## src/design/mete_pkg.sv

```systemverilog
// shared types and constants for the missed event table
// entry layout, per-cell commands, sequencer states, action and result codes, limits and register addresses
// no dependencies
`default_nettype none
package mete_pkg;

  // caller in the lowest bits, flags in the highest
  typedef struct packed {
    logic [7:0]  flags;
    logic [7:0]  count;
    logic [15:0] id;
    logic [31:0] time_s;
    logic [63:0] caller;
  } entry_t;

  typedef enum logic [2:0] {
    C_HOLD,
    C_RIGHT,
    C_LEFT,
    C_LOAD,
    C_BUMP
  } cell_cmd_t;

  typedef enum logic [2:0] {
    S_IDLE,
    S_EXPIRE,
    S_ACT,
    S_MOVE,
    S_FULL2,
    S_READ,
    S_FINISH
  } state_t;

  localparam logic [1:0] ACT_ADD    = 2'd0;
  localparam logic [1:0] ACT_REMOVE = 2'd1;
  localparam logic [1:0] ACT_READ   = 2'd2;

  localparam logic [1:0] KIND_DONE   = 2'd0;
  localparam logic [1:0] KIND_LISTED = 2'd1;
  localparam logic [1:0] KIND_NOTICE = 2'd2;
  localparam logic [1:0] KIND_EMPTY  = 2'd3;

  localparam logic [7:0]  COUNT_LIMIT       = 8'd255;
  localparam logic [5:0]  RESET_EVENT_LIMIT = 6'd20;
  localparam logic [31:0] RESET_LIFETIME    = 32'd86400;

  localparam logic [0:0] REG_EVENT_LIMIT = 1'b0;
  localparam logic [0:0] REG_LIFETIME    = 1'b1;

endpackage
`default_nettype wire

```

## src/design/mete_cell.sv

```systemverilog
// one table cell: holds an entry and takes a neighbor's or an external one
// depends on mete_pkg
`default_nettype none
module mete_cell (
  input  wire                      clk,
  input  wire mete_pkg::cell_cmd_t cmd,
  input  wire mete_pkg::entry_t    left,
  input  wire mete_pkg::entry_t    right,
  input  wire mete_pkg::entry_t    ext,
  output mete_pkg::entry_t         q
);
  import mete_pkg::*;

  entry_t q_next;

  always_comb begin
    q_next = q;
    case (cmd)
      C_HOLD:  q_next = q;
      C_RIGHT: q_next = right;
      C_LEFT:  q_next = left;
      C_LOAD:  q_next = ext;
      C_BUMP: begin
        // repeat caller: saturating count, new time
        q_next.time_s = ext.time_s;
        if (q.count != COUNT_LIMIT) q_next.count = q.count + 8'd1;
      end
      default: q_next = q;
    endcase
  end

  always_ff @(posedge clk) begin
    q <= q_next;
  end

endmodule
`default_nettype wire
```

## config.mk

```make
export PLATFORM = sky130hd
export DESIGN_NAME = mete_cell
export DESIGN_NICKNAME = d
export VERILOG_FILES = /design/src/design/mete_pkg.sv /design/src/design/mete_cell.sv
export SDC_FILE = /design/constraint.sdc
export NUM_CORES = 1
export LEC_CHECK = 0
export BUFFER_PORTS_ARGS = -buffer_cell sky130_fd_sc_hd__buf_2
export CAP_MARGIN = 10
export CORE_AREA = 3 3 198 200
export DETAILED_ROUTE_END_ITERATION = 7
export DIE_AREA = 0 0 201 203
export HOLD_SLACK_MARGIN = 0.15
export PLACE_DENSITY = 0.4
export SLEW_MARGIN = 10
export SYNTH_ARGS = -nofsm -noshare
export SYNTH_HDL_FRONTEND = slang
export SYNTH_SLANG_ARGS = --single-unit
```

## constraint.sdc

```tcl
create_clock -name clk -period 5.6 [get_ports clk]
set_input_delay 0.84 -clock clk [delete_from_list [all_inputs] [get_ports clk]]
set_output_delay 0.84 -clock clk [all_outputs]
set_load 0.05 [all_outputs]
```

==> run summary <==
# rows: 71
total wire length: 27770 um
number of I/O pins: 516
htree depth: 4
cts repair resizes: 0
Multi-input gate area: 0.002576 mm^2
Hold Vio Cnt, Final: 0
clock tree buffer depth: 2
initial core utilization: 17.72%
Setup-failing EPs final: 0
CTS Buf Count: 17
GR Util All Layers: 13.00%
total chip power: 3.269 mW
most frequent cells in the layout: buf_2 (514), nand2_1 (159), edfxtp_1 (128)
share of layout cells above drive strength 1: 50.91%
PortBufs: 515
maximum clock rate: 376.4 MHz
Initial DRC Count: 215
predominant post-synthesis flop cell: edfxtp_1
share of flip-flops with an asynchronous set or reset: 0%
vias in the first global route: 6735
filler instances: 4113
Syn Std Cell Area: 0.006659 mm^2
Hold Path Class: in2reg
root buffer cell: clkbuf_16
later-pin clock latency in the skew report: 0.43 ns
vias per inst: 3.968
status: finished, final reports clean
first-pass GRT wire length: 40250 um
worst setup path class: in2reg
flops & latches, synth: 128
Yosys Warn Count: 0
min Tclk post-route: 2.657 ns
Die Wd: 201 um
Tcrit/Tclk final: 47.45%
GP Congestion: 0.8428
total clock sinks: 128
max reg flops: 128
pin count of the biggest net entering global routing: 118
CTS tree: done
max cap viols: 0
Worst-Margin Slew: 1.141 ns
Post-synth EDFFs: 128
wire per inst: 17.25 um
Mean Syn Cell Area: 11.34 um^2
DR DRC count: 0
Required @ worst endpoint: 5.90 ns
die height: 203 um
Die ar.: 0.04080 mm^2
Worst Setup End Kind: register
RSZ-0062 raised after global routing: no
sequential fraction of the synthesis area: 57.72%
Fin Clk Skew: 0.005000 ns
Clock Pin Slew Worst Setup and Hold Paths: 0.06 ns
Routed Antenna Nets: 0
dpl hpwl: 21620 um
Synth-to-Final Area Change: 54.90%
final slew viol count: 0
most common cell after layout, fill and taps aside: buf_2
gr ovfl total: 0
via count: 6388
Pwr Density: 316.9 mW/mm^2
area of the core: 0.03758 mm^2
Worst slew margin: 23.95%
Critical Path Source Type: input port
antenna violations before repair: 5
fin nets: 1472
setup_tns: 0 ns
Post-CTS Setup Bufs: 0
P_leak: 4.940 nW
largest registers: q (128)
Critical Path Fanout Max: 32
Synth Instances: 587
crit path DAT: 2.95 ns
post-synth cell types: 29
Reg with most FFs: q
cts hold-fix bufs: 0
Synth Net Count: 976
sequential cell area: 0.003844 mm^2
drt first pass iters: 4
Peak VDD IR: 0.1984 mV
[synthesized netlist by cell type (2+ instances only)]
cell type,instances,area [um^2]
buf_4,16,120.1
nand2_1,159,596.8
a22oi_1,34,255.2
nand3_1,3,15.01
clkbuf_1,10,37.54
buf_6,4,45.04
xor2_1,5,43.79
nand4_1,2,12.51
edfxtp_1,128,3844
o21ai_0,96,480.5
buf_2,11,55.05
nor2_1,3,11.26
a21o_1,2,15.01
mux2i_1,96,960.9
o211ai_1,3,22.52
xnor2_1,2,17.52
[routing by layer]
layer | up-vias | part of all wire [%] | track usage (%) | routed length (um)
met1 | 2906 | 38 | 14.03 | 10540
met2 | 298 | 51 | 23.22 | 14280
met4 | 4 | 1.7 | 4.316 | 476
met5 | - | 0.083 | 0 | 23
li1 | 3155 | - | - | -
met3 | 25 | 8.8 | 5.179 | 2451
[cell families (layout without fill, tap and decap cells)]
group	count (synthesis)	count (layout)	synth area share (%)
xor+xnor	7	7	0.9207
other cells	0	3	0
fa+ha+maj	1	1	0.1879
compound gates	139	139	12.19
flops	128	128	57.72
buf+inv	42	551	3.927
mux	96	96	14.43
simple gates	174	174	10.62
[worst paths after layout]
kind,from,end,slack [ns],cells past startpoint
min,right[84],q[84],0.67,3
max reg2reg,q[112],q[117],3.98,3
max,cmd[1],q[93],2.94,5
min reg2reg,q[117],q[117],0.73,2
[layout make-up]
type / count / area share, %
repair buffers: 519 / 25.58
diodes: 3 / 0.07278
flip-flops and latches: 128 / 37.26
clock inverters: 15 / 1.783
clock buffers: 17 / 4.124
well taps: 511 / 6.198
multi-input cells: 417 / 24.98
[power by group]
part	switching, mW	internal (mW)
combinational	0.618	0.245
sequential	0.0340	1.19
clock	0.478	0.706
[through the flow]
step	setup WS (ns)	util, %	area [um^2]	hold WS, ns	instances
after global placement	2.538	25.81	9698	0.7122	1575
final	2.943	27.45	10310	0.6721	1610
after detailed placement	2.470	25.81	9698	0.7144	1575
after global routing	2.757	27.44	10310	0.6505	1609
after floorplan	0.06506	-	6659	0.9804	587
after CTS	2.968	27.43	10310	0.6321	1607
[critical path, stage by stage]
cell     delay, ns
buf_2         0.18
nor2b_1       0.64
a21o_1        0.98
a22oi_1       0.18
nand2_1       0.11
(Power assumes the default switching activity.)
